--- config.mk ---
export PLATFORM = sky130hd
export DESIGN_NAME = hvr_mul_stage
export DESIGN_NICKNAME = d
export VERILOG_FILES = /design/src/rtl/hvr_pkg.sv /design/src/rtl/hvr_mul_stage.sv
export SDC_FILE = /design/constraint.sdc
export NUM_CORES = 2
export LEC_CHECK = 0
export BUFFER_PORTS_ARGS = -buffer_cell sky130_fd_sc_hd__buf_2
export CORE_AREA = 4 4 664 666
export CTS_BUF_LIST = sky130_fd_sc_hd__clkbuf_16
export CTS_CLUSTER_DIAMETER = 60
export CTS_CLUSTER_SIZE = 16
export DETAILED_ROUTE_END_ITERATION = 12
export DIE_AREA = 0 0 668 670
export PLACE_DENSITY = 0.44
export SYNTH_ARGS = -nofsm -noshare
export SYNTH_HDL_FRONTEND = slang
export SYNTH_SLANG_ARGS = --single-unit
--- constraint.sdc ---
create_clock -name clock -period 29.8 [get_ports clock]
set_input_delay 2.98 -clock clock [delete_from_list [all_inputs] [get_ports clock]]
set_output_delay 2.98 -clock clock [all_outputs]
set_load 0.01 [all_outputs]
--- src/rtl/hvr_pkg.sv ---
// ----------------------------------------------------------------------------
// hvr_pkg
// Shared types, constants and saturating arithmetic for the polynomial
// value and rate pipeline.
// ----------------------------------------------------------------------------
package hvr_pkg;

   localparam int NumCoeffs = 6;
   localparam int DataW     = 64;
   localparam int XW        = 10;
   localparam int CountW    = 3;
   localparam int IdxW      = 3;

   localparam logic [DataW-1:0] DataMax = {1'b0, {(DataW-1){1'b1}}};
   localparam logic [DataW-1:0] DataMin = {1'b1, {(DataW-1){1'b0}}};

   typedef logic [DataW-1:0] data_type;

   typedef struct packed {
      data_type value;
      logic     ovf;
   } sat_type;

   // one evaluation in flight
   typedef struct packed {
      data_type [NumCoeffs-1:0] coef;   // masked by count
      data_type [NumCoeffs-1:1] dcoef;  // coef[k] * k, saturated
      logic [XW-1:0]            x;
      data_type                 y;      // value accumulator
      data_type                 r;      // rate accumulator
      logic                     ovf;
   } item_type;

   // signed 64 x unsigned 10, clamped to 64 bits
   function automatic sat_type sat_mul(data_type a, logic [XW-1:0] b);
      logic signed [DataW+XW:0] wa;
      logic signed [DataW+XW:0] wb;
      logic signed [DataW+XW:0] p;
      sat_type                  s;
      wa = {{(XW+1){a[DataW-1]}}, a};
      wb = {{DataW{1'b0}}, b};
      p  = wa * wb;
      if (p[DataW+XW:DataW-1] == {(XW+2){p[DataW+XW]}}) begin
         s.value = p[DataW-1:0];
         s.ovf   = 1'b0;
      end else begin
         s.value = p[DataW+XW] ? DataMin : DataMax;
         s.ovf   = 1'b1;
      end
      return s;
   endfunction

   function automatic sat_type sat_add(data_type a, data_type b);
      logic signed [DataW:0] t;
      sat_type               s;
      t = $signed({a[DataW-1], a}) + $signed({b[DataW-1], b});
      if (t[DataW] == t[DataW-1]) begin
         s.value = t[DataW-1:0];
         s.ovf   = 1'b0;
      end else begin
         s.value = t[DataW] ? DataMin : DataMax;
         s.ovf   = 1'b1;
      end
      return s;
   endfunction

endpackage

--- src/rtl/hvr_mul_stage.sv ---
// ----------------------------------------------------------------------------
// hvr_mul_stage
// Horner multiply step: value and rate times x; only the value at stage_idx 0.
// ----------------------------------------------------------------------------
module hvr_mul_stage (
   input  logic                       clock,
   input  logic                       reset,
   input  logic [hvr_pkg::IdxW-1:0]   stage_idx,
   input  logic                       in_valid,
   output logic                       in_ready,
   input  hvr_pkg::item_type          in_item,
   output logic                       out_valid,
   input  logic                       out_ready,
   output hvr_pkg::item_type          out_item
);

   logic              valid_ff;
   hvr_pkg::item_type item_ff;
   hvr_pkg::item_type item_in;

   always_comb begin
      hvr_pkg::sat_type my;
      hvr_pkg::sat_type mr;
      item_in     = in_item;
      my          = hvr_pkg::sat_mul(in_item.y, in_item.x);
      mr          = hvr_pkg::sat_mul(in_item.r, in_item.x);
      item_in.y   = my.value;
      item_in.ovf = in_item.ovf | my.ovf;
      // rate chain ends one step before the constant term
      if (stage_idx != '0) begin
         item_in.r   = mr.value;
         item_in.ovf = item_in.ovf | mr.ovf;
      end
   end

   assign in_ready = !valid_ff || out_ready;

   always_ff @(posedge clock) begin
      if (reset) begin
         valid_ff <= 1'b0;
      end else if (in_ready) begin
         valid_ff <= in_valid;
      end
   end

   always_ff @(posedge clock) begin
      if (in_ready && in_valid) begin
         item_ff <= item_in;
      end
   end

   assign out_valid = valid_ff;
   assign out_item  = item_ff;

endmodule

# After elaboration in Yosys (flattened, before gate mapping)
# Cells that the tools add are included.
# totals
output_inout_bits,845
word_cells,31
in_bits,850
regBits,844
# classes
n_mux,5
reduce_logical,4
multipliers,2
bitwise_logic,2
n_eq_ne,2
# ops
op,n
$mux 65,3
$mul 64x11->75,2
$mux 64,2
$eq 11x11->1,2
$reduce_bool 3->1,1
$or 1x1->1,2
$logic_and 1x1->1,1
$logic_not 1->1,1
$logic_or 1x1->1,1

# Logic depth before layout (Yosys ltp)
# depth
depth_word,6
mapped_depth,28
depth_no_buf,23

# Worst setup path after synthesis
# OpenSTA, ideal clock, no wires.
# synth_timing
kind,input to register
start,in out_ready
end,"reg item_ff, in the netlist out_item[0], enable pin"
path_buffers,0
setup_slack_ns,6.249
setup_time_ns,1.327
required_time_ns,28.473
path_stages,2
arrival_time_ns,22.224
path_cell_list,nand2b_1 and2_1
# synth_between
elab_chain_len,2
# synth_lines
element,line_no,text
"start, declared",hvr_mul_stage.sv:13,"input logic out_ready,"
$logic_or 1x1->1,hvr_mul_stage.sv:36,assign in_ready = !valid_ff || out_ready;
$logic_and 1x1->1,hvr_mul_stage.sv:47,if (in_ready && in_valid) begin
"end signal, assigned",hvr_mul_stage.sv:48,item_ff <= item_in;
"end, declared",hvr_mul_stage.sv:18,hvr_pkg::item_type item_ff;
# Every way passes these cells.
# A chain may end at the register's enable or synchronous reset.

==> metrics.csv <==
stage;metric;value;unit
job;MaxCap Viol Count;0;
floorplanning;Die Y;670;um
synth;Synth area leaders;edfxtp_1 36%, fa_1 30%, nand2_1 5.7%;
power_and_ir_drop;Leak Pwr;39.5;nW
synth;Synth top area share;0.359;
grt;largest net degree at the start of global routing;142;
synth;Post-synth top cells;1,070 x nand2_1, 1,058 x fa_1, 1,050 x inv_1;
cts;H-tree levels;4;
final_layout;Final Cell Area;0.0913;mm2
grt;GR Util All Layers;0.234;
sta;fin crit period;11.71;ns
sta;Final setup viols;0;
cts;Post-CTS Hold Fix Bufs;0;
grt;initial antenna violation count;393;
synth;post-synthesis mux area share;0.000958;
worst_setup_path;CP Capture Type;flip-flop;
worst_setup_path;CP Data Arrival Time;12.25;ns
worst_setup_path;R2R Path End;out_item[216];
place;post-DP HPWL;469000;um
cts;Worst-path clk slew;0.06;ns
cts;Max Buffers Root-to-Sink;4;
floorplanning;Core Area;0.434;mm2
synth;XOR/XNOR Fraction of Synth Area;0.0169;
synth;post-synthesis compound-gate area fraction;0.0607;
worst_setup_path;Worst R2R Setup Slack;23.51;ns
place;Final GP Congestion;1.13;
cts;clk_lat worst skew;0.93;ns
cts;number of CTS-inserted buffers;166;
worst_hold_path;Hold Path Class;flip-flop to flip-flop;
synth;Adder-Cell Fraction of Synth Area;0.356;
synth;Yosys cell types;87;
grt;number of global-route vias before repair;57200;
floorplanning;die width;668;um
sta;Fin. Hold Viols;0;
final_layout;final net count;10100;
drt;DR vias;57600;
synth;Mapped Area;0.0706;mm2
synth;async set or reset register ratio after synthesis;0;
sta;Tightest Pin Transition;1.16;ns
sta;setup TNS;0;ns
worst_setup_path;reg2reg path depth;8;
floorplanning;overall die area;0.448;mm2
sta;Tcrit/Tclk final;0.393;
synth;top-count cell post-synth;nand2_1;
drt;First-pass DRT Iterations;6;
cts;CTS root buffer;clkbuf_16;
worst_hold_path;Hold Path End;out_valid;
synth;#FFs+latches synth;844;
floorplanning;I/O pin total;1695;
drt;WL final;539000;um
sta;Fmax;0.0854;GHz
worst_setup_path;CP Class;input port to flip-flop;
grt;GR Overflow Total;0;
drt;initial DRC count;4495;
synth;simple-gate share of the synthesized area;0.128;
cts;post-CTS setup repair buffer count;0;
sta;Layout Skew;0.0891;ns
drt;Routed Antenna Nets;0;
drt;vias per cell;4.11;
floorplanning;Initial Utilization;0.162;
place;quantity of I/O buffers inserted on ports;1694;
synth;cell accounting for the most synthesized area;edfxtp_1;
synth;Syn Nets;8611;
synth;Top FF cell, synth;edfxtp_1;
place;dpl cell area;0.0850;mm2
worst_setup_path;crit start category;input port;
final_layout;share of layout cells above drive strength 1;0.255;
synth;Ys Warns;0;
floorplanning;# rows;242;
power_and_ir_drop;pwr dens;137;mW/mm2
synth;largest family of logic cells by synthesized area;adder cells;
synth;register area share after synthesis;0.359;
final_layout;layout overhead on the synthesized area;29.3;%
worst_hold_path;worst hold start;out_valid;
drt;drt drc;0;
synth;Post-synth EDFFs;843;
synth;synthesized area per cell;11.0;um2
grt;global-route wire length before repair;671000;um
power_and_ir_drop;maximum VDD drop;0.118;mV
sta;unrepaired setup endpoints after global routing;no;
sta;slew margin rel.;0.228;
sta;Pins Over Slew Limit;0;
drt;routed length per instance;38.5;um
worst_setup_path;CP Data Required Time;30.34;ns
final_layout;number of fill cells;47900;
cts;Clock Sinks;844;
run_status;outcome;finished clean;
worst_hold_path;Cells on Worst Hold Path;2;
cts;# resized after CTS;0;
cts;CTS tree;built;
worst_setup_path;Worst R2R Start;out_valid;
worst_setup_path;CP Max Fanout;60;
synth;synthesized instance count;6389;
[worst max-delay path, cell delays in order]
cell and delay, ns:
buf_4 0.38, buf_4 0.73, buf_4 0.62, nand2_1 0.16, fa_1 0.59, fa_1 0.45
fa_1 0.55, inv_1 0.05, fa_1 0.48, inv_1 0.05, fa_1 0.52, inv_1 0.07
ha_1 0.52, nand2_1 0.22, o211ai_1 0.37, a211oi_1 0.13, o31ai_1 0.48, mux2_2 0.39
a31oi_1 0.15, o211ai_1 0.13, or3_1 0.36, nor4_2 0.47, o21ai_4 0.09, buf_4 0.40
o211ai_1 0.74
[cells by family after synthesis]
logic type,count (synthesis)
AOI/OAI and AO/OA,687
xor gates and xnor gates,136
adders and majority gates,1372
buffers and inverters,1443
DFF,844
muxes,6
and+or+nand+nor,1901
[final cells by class]
| class | count | area [um2] | area share |
|---|---|---|---|
| Antenna cell | 251 | 628 | 0.00688 |
| Timing Repair Buffer | 1737 | 8850 | 0.0970 |
| Clock buffer | 166 | 4150 | 0.0455 |
| Tap cell | 5734 | 7170 | 0.0786 |
| Clock inverter | 132 | 1490 | 0.0163 |
| Sequential cell | 844 | 25300 | 0.278 |
| Inverter | 1050 | 3940 | 0.0432 |
| Multi-Input combinational cell | 4102 | 39700 | 0.435 |
[power by group]
part	switching [W]	total, W	internal [W]
sequential	0.000107	0.00180	0.00169
combinational	0.00588	0.00868	0.00280
clock	0.000835	0.00198	0.00115
[through the flow]
stage | cells | util | power [W] | hold slack [ns] | setup slack (ns)
after floorplan | 6389 | - | 0.00730 | 0.593 | 6.25
after global placement | 13500 | 0.196 | 0.0106 | 0.516 | 17.28
after detailed placement | 13500 | 0.196 | 0.0104 | 0.520 | 17.33
after CTS | 13800 | 0.209 | 0.0126 | 0.532 | 18.23
after global routing | 13800 | 0.209 | 0.0134 | 0.580 | 17.70
final | 14000 | 0.210 | 0.0125 | 0.524 | 18.09
[layer usage]
| layer | vias to the layer above | share of wire | global-route usage |
|---|---|---|---|
| met5 | - | 0.0017 | 0 |
| met1 | 30300 | 0.42 | 0.298 |
| met2 | 2584 | 0.46 | 0.379 |
| li1 | 23800 | - | - |
| met3 | 771 | 0.087 | 0.0775 |
| met4 | 136 | 0.032 | 0.0615 |
[placed cells by master (no fill, tap or decap), types with 41 or more instances in the layout]
master     instances
edfxtp_1         843
diode_2          251
clkbuf_16        166
xor2_1            54
fa_1            1058
o21ai_0          159
a21oi_1          218
buf_4             51
and2_1           478
xnor2_1           82
nor2_1           100
o211ai_1          57
ha_1             314
nand4_1           65
nor3_1            41
inv_1           1061
nand2_1         1070
buf_2           1684
[sequential cells by signal (all words and copies together), names as in the netlist]
| signal | count |
|---|---|
| out_item | 843 |
| out_valid | 1 |
[worst max-delay path by stage]
stage                      start            to  slack, ns
floorplan              out_ready   out_item[0]       6.25
global placement    in_item[132]   out_item[8]      17.28
detailed placement  in_item[132]  out_item[25]      17.33
CTS                 in_item[132]  out_item[25]      18.23
global route        in_item[132]  out_item[99]      17.70
finish              in_item[132]   out_item[9]      18.09
No activity file was read; power rests on OpenSTA's default activity.
