**config.mk**
```make
export PLATFORM = sky130hd
export DESIGN_NAME = hvr_pre_stage
export DESIGN_NICKNAME = d
export VERILOG_FILES = /design/src/rtl/hvr_pkg.sv /design/src/rtl/hvr_pre_stage.sv
export SDC_FILE = /design/constraint.sdc
export NUM_CORES = 1
export LEC_CHECK = 0
export BUFFER_PORTS_ARGS = -buffer_cell sky130_fd_sc_hd__buf_4
export CORE_AREA = 2 2 480 482
export CTS_CLUSTER_SIZE = 25
export DETAILED_ROUTE_END_ITERATION = 12
export DIE_AREA = 0 0 482 484
export PLACE_DENSITY = 0.45
export RECOVER_POWER = 50
export SETUP_SLACK_MARGIN = 0.15
export SLEW_MARGIN = 20
export SYNTH_ARGS = -nofsm -noshare
export SYNTH_HDL_FRONTEND = slang
export SYNTH_SLANG_ARGS = --single-unit
export TNS_END_PERCENT = 1
```
**constraint.sdc**
```tcl
create_clock -name clock -period 51.5 [get_ports clock]
set_input_delay 5.15 -clock clock [delete_from_list [all_inputs] [get_ports clock]]
set_output_delay 5.15 -clock clock [all_outputs]
set_load 0.05 [all_outputs]
```
**src/rtl/hvr_pkg.sv**
```systemverilog
// ----------------------------------------------------------------------------
// hvr_pkg
// Shared types, constants and saturating arithmetic for the polynomial
// value and rate pipeline.
// ----------------------------------------------------------------------------
package hvr_pkg;

   localparam int NumCoeffs = 6;
   localparam int DataW     = 64;
   localparam int XW        = 10;
   localparam int CountW    = 3;
   localparam int IdxW      = 3;

   localparam logic [DataW-1:0] DataMax = {1'b0, {(DataW-1){1'b1}}};
   localparam logic [DataW-1:0] DataMin = {1'b1, {(DataW-1){1'b0}}};

   typedef logic [DataW-1:0] data_type;

   typedef struct packed {
      data_type value;
      logic     ovf;
   } sat_type;

   // one evaluation in flight
   typedef struct packed {
      data_type [NumCoeffs-1:0] coef;   // masked by count
      data_type [NumCoeffs-1:1] dcoef;  // coef[k] * k, saturated
      logic [XW-1:0]            x;
      data_type                 y;      // value accumulator
      data_type                 r;      // rate accumulator
      logic                     ovf;
   } item_type;

   // signed 64 x unsigned 10, clamped to 64 bits
   function automatic sat_type sat_mul(data_type a, logic [XW-1:0] b);
      logic signed [DataW+XW:0] wa;
      logic signed [DataW+XW:0] wb;
      logic signed [DataW+XW:0] p;
      sat_type                  s;
      wa = {{(XW+1){a[DataW-1]}}, a};
      wb = {{DataW{1'b0}}, b};
      p  = wa * wb;
      if (p[DataW+XW:DataW-1] == {(XW+2){p[DataW+XW]}}) begin
         s.value = p[DataW-1:0];
         s.ovf   = 1'b0;
      end else begin
         s.value = p[DataW+XW] ? DataMin : DataMax;
         s.ovf   = 1'b1;
      end
      return s;
   endfunction

   function automatic sat_type sat_add(data_type a, data_type b);
      logic signed [DataW:0] t;
      sat_type               s;
      t = $signed({a[DataW-1], a}) + $signed({b[DataW-1], b});
      if (t[DataW] == t[DataW-1]) begin
         s.value = t[DataW-1:0];
         s.ovf   = 1'b0;
      end else begin
         s.value = t[DataW] ? DataMin : DataMax;
         s.ovf   = 1'b1;
      end
      return s;
   endfunction

endpackage

```
**src/rtl/hvr_pre_stage.sv**
```systemverilog
// ----------------------------------------------------------------------------
// hvr_pre_stage
// Masks coefficients by count, scales them for the derivative and seeds
// both Horner accumulators with the top-order terms.
// ----------------------------------------------------------------------------
module hvr_pre_stage (
   input  logic                                        clock,
   input  logic                                        reset,
   input  logic                                        in_valid,
   output logic                                        in_ready,
   input  hvr_pkg::data_type [hvr_pkg::NumCoeffs-1:0]  in_coef,
   input  logic [hvr_pkg::CountW-1:0]                  in_count,
   input  logic [hvr_pkg::XW-1:0]                      in_x,
   output logic                                        out_valid,
   input  logic                                        out_ready,
   output hvr_pkg::item_type                           out_item
);

   logic              valid_ff;
   hvr_pkg::item_type item_ff;
   hvr_pkg::item_type item_in;

   always_comb begin
      hvr_pkg::sat_type m;
      item_in     = '0;
      item_in.x   = in_x;
      for (int k = 0; k < hvr_pkg::NumCoeffs; k++) begin
         // count of 7 keeps all six, count of 0 keeps none
         item_in.coef[k] = (k < int'(in_count)) ? in_coef[k] : '0;
      end
      for (int k = 1; k < hvr_pkg::NumCoeffs; k++) begin
         m                = hvr_pkg::sat_mul(item_in.coef[k], hvr_pkg::XW'(k));
         item_in.dcoef[k] = m.value;
         item_in.ovf      = item_in.ovf | m.ovf;
      end
      item_in.y = item_in.coef[hvr_pkg::NumCoeffs-1];
      item_in.r = item_in.dcoef[hvr_pkg::NumCoeffs-1];
   end

   assign in_ready = !valid_ff || out_ready;

   always_ff @(posedge clock) begin
      if (reset) begin
         valid_ff <= 1'b0;
      end else if (in_ready) begin
         valid_ff <= in_valid;
      end
   end

   always_ff @(posedge clock) begin
      if (in_ready && in_valid) begin
         item_ff <= item_in;
      end
   end

   assign out_valid = valid_ff;
   assign out_item  = item_ff;

endmodule

```
* After elaboration in Yosys (flattened, before gate mapping)
Index checks and enable logic that the tools add are counted.
** Word-level totals
- Word-level logic and storage cells :: 45
- Bits in registers :: 652
- Output and inout bits :: 845
** Cells by class
- Reduce and logical (&&, ||, !) cells :: 3
- $mul :: 2
- Multiplexer cells :: 12
- Magnitude comparators :: 6
- Equal/unequal tests :: 4
- Bitwise logic cells :: 3
** Operators by type and width (count)
- $mux W64 :: 8
- $mux W65 :: 4
- $mul A64 B4 Y68 const B :: 1
- $mul A64 B3 Y67 const B :: 1
- $eq A11 B11 Y1 :: 2
- $lt A1 B3 Y1 const A :: 2
- $lt A2 B3 Y1 const A :: 2
- $lt A3 B3 Y1 const A :: 2
- $or A1 B1 Y1 :: 3
- $eq A2 B2 Y1 :: 1
- $eq A1 B1 Y1 :: 1
- $logic_and A1 B1 Y1 :: 1
- $logic_not A1 Y1 :: 1
- $logic_or A1 B1 Y1 :: 1

* Logic depth before layout (Yosys ltp)
- Depth in word-level cells :: 8
- Gate-level depth with buffers :: 21

* Worst setup path after synthesis
No wires, ideal clock.
- Path kind :: input port to flip-flop
- From :: in out_ready
- To :: reg item_ff (netlist bit out_item[0]) (enable)
- Path slack :: 30165 ps
- Library setup time :: 1097 ps
- Cell stages on the path :: 2
- Path buffers :: 0
- Data arrival time :: 20239 ps
- Path through :: nand2b_1 and2_1
** Between the ends
- Word-level cells in the longest chain between the ends :: 2
** RTL lines
- from (decl) :: RTL line hvr_pre_stage.sv:15 : input logic out_ready,
- $logic_or A1 B1 Y1 :: RTL line hvr_pre_stage.sv:40 : assign in_ready = !valid_ff || out_ready;
- $logic_and A1 B1 Y1 :: RTL line hvr_pre_stage.sv:51 : if (in_ready && in_valid) begin
- to (signal assigned) :: RTL line hvr_pre_stage.sv:52 : item_ff <= item_in;
- to (decl) :: RTL line hvr_pre_stage.sv:20 : hvr_pkg::item_type item_ff;
Every way passes these cells.
A chain may end at the register's enable or synchronous reset.

==> out/metrics.csv <==
stage,metric,value,unit
outcome,status,"complete, but fails checks",
outcome,violations,"capacitance limit, slew limit",
layout,synthToLayoutAreaGrowth,33.3,%
synth,syn_avg_cell_area,11.3,um^2
global_routing,grt.overflow.total,0,
place,numPortBuffers,1245,
synth,synth_seq_cells,649,
drt,drc,0,
synth,syn-cell-area,35300,um^2
drt,drt-total-wl,193,mm
drt,num_vias,28700,
global_routing,grt_use_total,15.7,%
timing,setup_violations,0,
clock_tree,root_buffer,clkbuf_16,
layout,drive_gt1_share,18.1,%
pwr,pwr-share-seq,38.3,%
layout,fillers,25500,
layout,final_core_util,20.6,%
critical_path,path_cells,clkbuf_1 -> clkbuf_1 -> and2_0 -> ha_1 -> ha_1 -> fa_1 -> a211oi_1 -> o21ai_0 -> a31oi_1 -> a211oi_1 -> nand2_1 -> a21oi_1 -> o21ai_1 -> and2_1 -> nor4_1 -> or3_2 -> buf_4 -> mux2i_1,
synth,synth.most_common_cell,edfxtp_1,
place,dpl.hpwl,157,mm
drt,wl_per_cell,26.6,um
timing,grt_setup_unrepaired,false,
clock_tree,htree_levels,3,
pwr,power,1740,uW
synth,synth_warnings,0,
global_routing,grt_pass1_vias,28300,
timing,fin_crit,12.95,ns
floorplan,die_w,482,um
pwr,netSwitchingFraction,37.1,%
pwr,intPower,1090,uW
drt,vias_per_cell,3.97,
critical_path,crit_fanout,67,
floorplan,dieArea,233000,um^2
hold_path,hp-class,reg2reg,
timing,setup_tns,0,ns
global_routing,grt_pass1_wl,250,mm
pwr,ir_drop,0.0000217,V
timing,hold_viol,0,
synth,netlist.area_leader.share,55.2,%
layout,ff_latch_area,19500,um^2
synth,synth_largest_area_cell,edfxtp_1,
critical_path,arrival,13.34,ns
layout,instances_no_fill,7241,
clock_tree,cts_tree,yes,
clock_tree,worstSkewPairLatency,0.70,ns
clock_tree,cts_made_buffers,89,
synth,async_reset_ff_share,0,%
floorplan,core_area,229000,um^2
synth,synth_nets,3768,
layout,multi_input_area,13300,um^2
pwr,p_leak,0.0189,uW
synth,synthTopCellsByCount,"648 x edfxtp_1, 257 x nor2_1, 249 x ha_1",
drt,ant_nets,0,
clock_tree,cts_sinks,649,
drt,drt-initial-drc-count,1782,
timing,finalCritPeriodShare,25.1,%
global_routing,grt_max_degree,81,
pwr,comb_power_share,25.2,%
place,place_congestion,0.903,
drt,drtPass1Iterations,6,
critical_path,crit_type,in2reg,
critical_path,crit_path_top_delay_cell,clkbuf_1,
job,drv_cap,7,
timing,maxSlewHeadroom,-154,%
clock_tree,clk_pin_slew_worst_paths,0.06,ns
clock_tree,clock_tree.buffer_depth,3,
critical_path,cp-start-kind,primary input,
clock_tree,cts_resized,0,
clock_tree,cts_hold_buf,0,
synth,synth.distinct_cells,75,
place,placed_cells,7058,
clock_tree,cts_setup_buffers,0,
critical_path,crit_path_max_incr_delay,2.37,ns
synth,yosysSeqAreaShare,55.3,%
pwr,p_switching,644,uW
critical_path,critPathCaptureType,register,
floorplan,dieHeight,484,um
pwr,powerDensity,37.0,nW/um^2
floorplan,initial_utilization,15.4,%
timing,slew_violations,393,
pwr,p_clk_share,36.6,%
critical_path,cp_data_required_time,51.89,ns
floorplan,io_pins,1246,
synth,synth_edf_count,648,
synth,synth_flop_cell,edfxtp_1,
synth,netlist_instances,3116,
synth,yosys-top-cells-area,"edfxtp_1 55%, ha_1 8.8%, buf_4 4.2%",
timing,skew,0.0288,ns
global_routing,antenna_found_initial,55,
timing,worst_slew_pin_slew,3.81,ns
floorplan,core.rowCount,176,
layout,fin_nets,4776,
timing,fmax,0.0772,GHz
[path summary, 6_finish.rpt]
check	end	startpoint	slack, ns	depth (start not counted)
hold reg to reg	out_valid$_SDFFE_PP0N_	out_valid$_SDFFE_PP0N_	0.53	2
hold / removal	out_valid$_SDFFE_PP0N_	out_valid$_SDFFE_PP0N_	0.53	2
setup reg to reg	out_item[459]$_SDFFCE_PP0P_	out_valid$_SDFFE_PP0N_	44.08	7
setup / recovery	out_item[277]$_DFFE_PP_	in_count[2]	38.55	18
[power by group through the flow]
| stage | registers [uW] | clock network, uW | logic [uW] |
|---|---|---|---|
| CTS | 668 | 664 | 481 |
| global route | 669 | 679 | 462 |
| global placement | 678 | 0 | 480 |
| floorplan | 825 | 0 | 165 |
| detailed placement | 677 | 0 | 479 |
| finish | 665 | 636 | 438 |
[critical path: cells and delay by family]
family / cells / cell delay [ns]
compound gates: 6 / 2.06
simple gates: 5 / 1.82
mux: 1 / 0.16
fa+ha+maj: 3 / 0.80
buf+inv: 3 / 3.26
[cells by family (layout without fill, tap and decap cells)]
logic type,count (synthesis),after routing,synth area share (%)
AO/OA/AOI/OAI,705,705,12.2
XOR/XNOR,117,117,2.93
adder cells (fa/ha/maj),251,251,8.95
buffers and inverters,470,1548,7.21
flip-flops,649,649,55.3
multiplexers,6,6,0.185
other,0,21,0
AND/OR/NAND/NOR,918,918,13.3
[metal layers]
layer  vias to the layer above  wire, um  global-route usage, %
li1                      13100         -                      -
met1                     14000     73700                   17.9
met2                      1243     89300                   25.2
met3                       276     18700                   6.19
met4                        40     10800                   8.45
met5                         -       224                      0
[placed cells by master, fill, tap and decap left out, types with 6 or more instances in the layout]
master      instances
and2_0             65
clkbuf_1          689
and3_1             74
xor2_1             39
o21a_1             14
clkbuf_4           11
o31ai_1             9
o211ai_1           10
or3_1               7
o21ai_0           198
a221oi_1            7
a21boi_0            7
nand3_1            24
and4_1              9
diode_2            21
clkinvlp_4         11
nand2_1           168
and2_1             13
inv_1             112
nand4_1            36
edfxtp_1          648
o21bai_1           31
nand2b_1           11
ha_1              249
inv_6               6
a211oi_1           10
nor2b_1           200
buf_4             583
clkbuf_16          90
a31oi_1            22
clkinv_1           15
bufinv_16           8
nor2_1            256
a21o_1            119
clkinv_4            7
xnor2_1            77
a21oi_1           227
nor4_1              9
nor3_1             26
clkinv_2           11
[layout make-up]
| type | instances | share of cell area, % |
|---|---|---|
| Sequential cell | 649 | 41.4 |
| Multi-Input combinational cell | 1997 | 28.3 |
| Timing Repair Buffer | 1275 | 15.0 |
| Tap cell | 3026 | 8.06 |
| Clock buffer | 100 | 4.87 |
| Clock inverter | 61 | 1.36 |
| Inverter | 112 | 0.894 |
| Antenna cell | 21 | 0.112 |
[stage by stage]
stage / hold slack (ns) / worst slack [ns] / cell area (um^2)
floorplan: 1.11 / 30.16 / 35300
global placement: 0.509 / 39.69 / 46500
detailed placement: 0.523 / 39.93 / 46500
CTS: 0.535 / 40.70 / 49500
global route: 0.565 / 37.91 / 47000
finish: 0.530 / 38.55 / 47000
[registers in the layout (all words and copies together), names as in the netlist]
register   cells
out_item     648
out_valid      1
No activity file was read; power rests on OpenSTA's default activity.
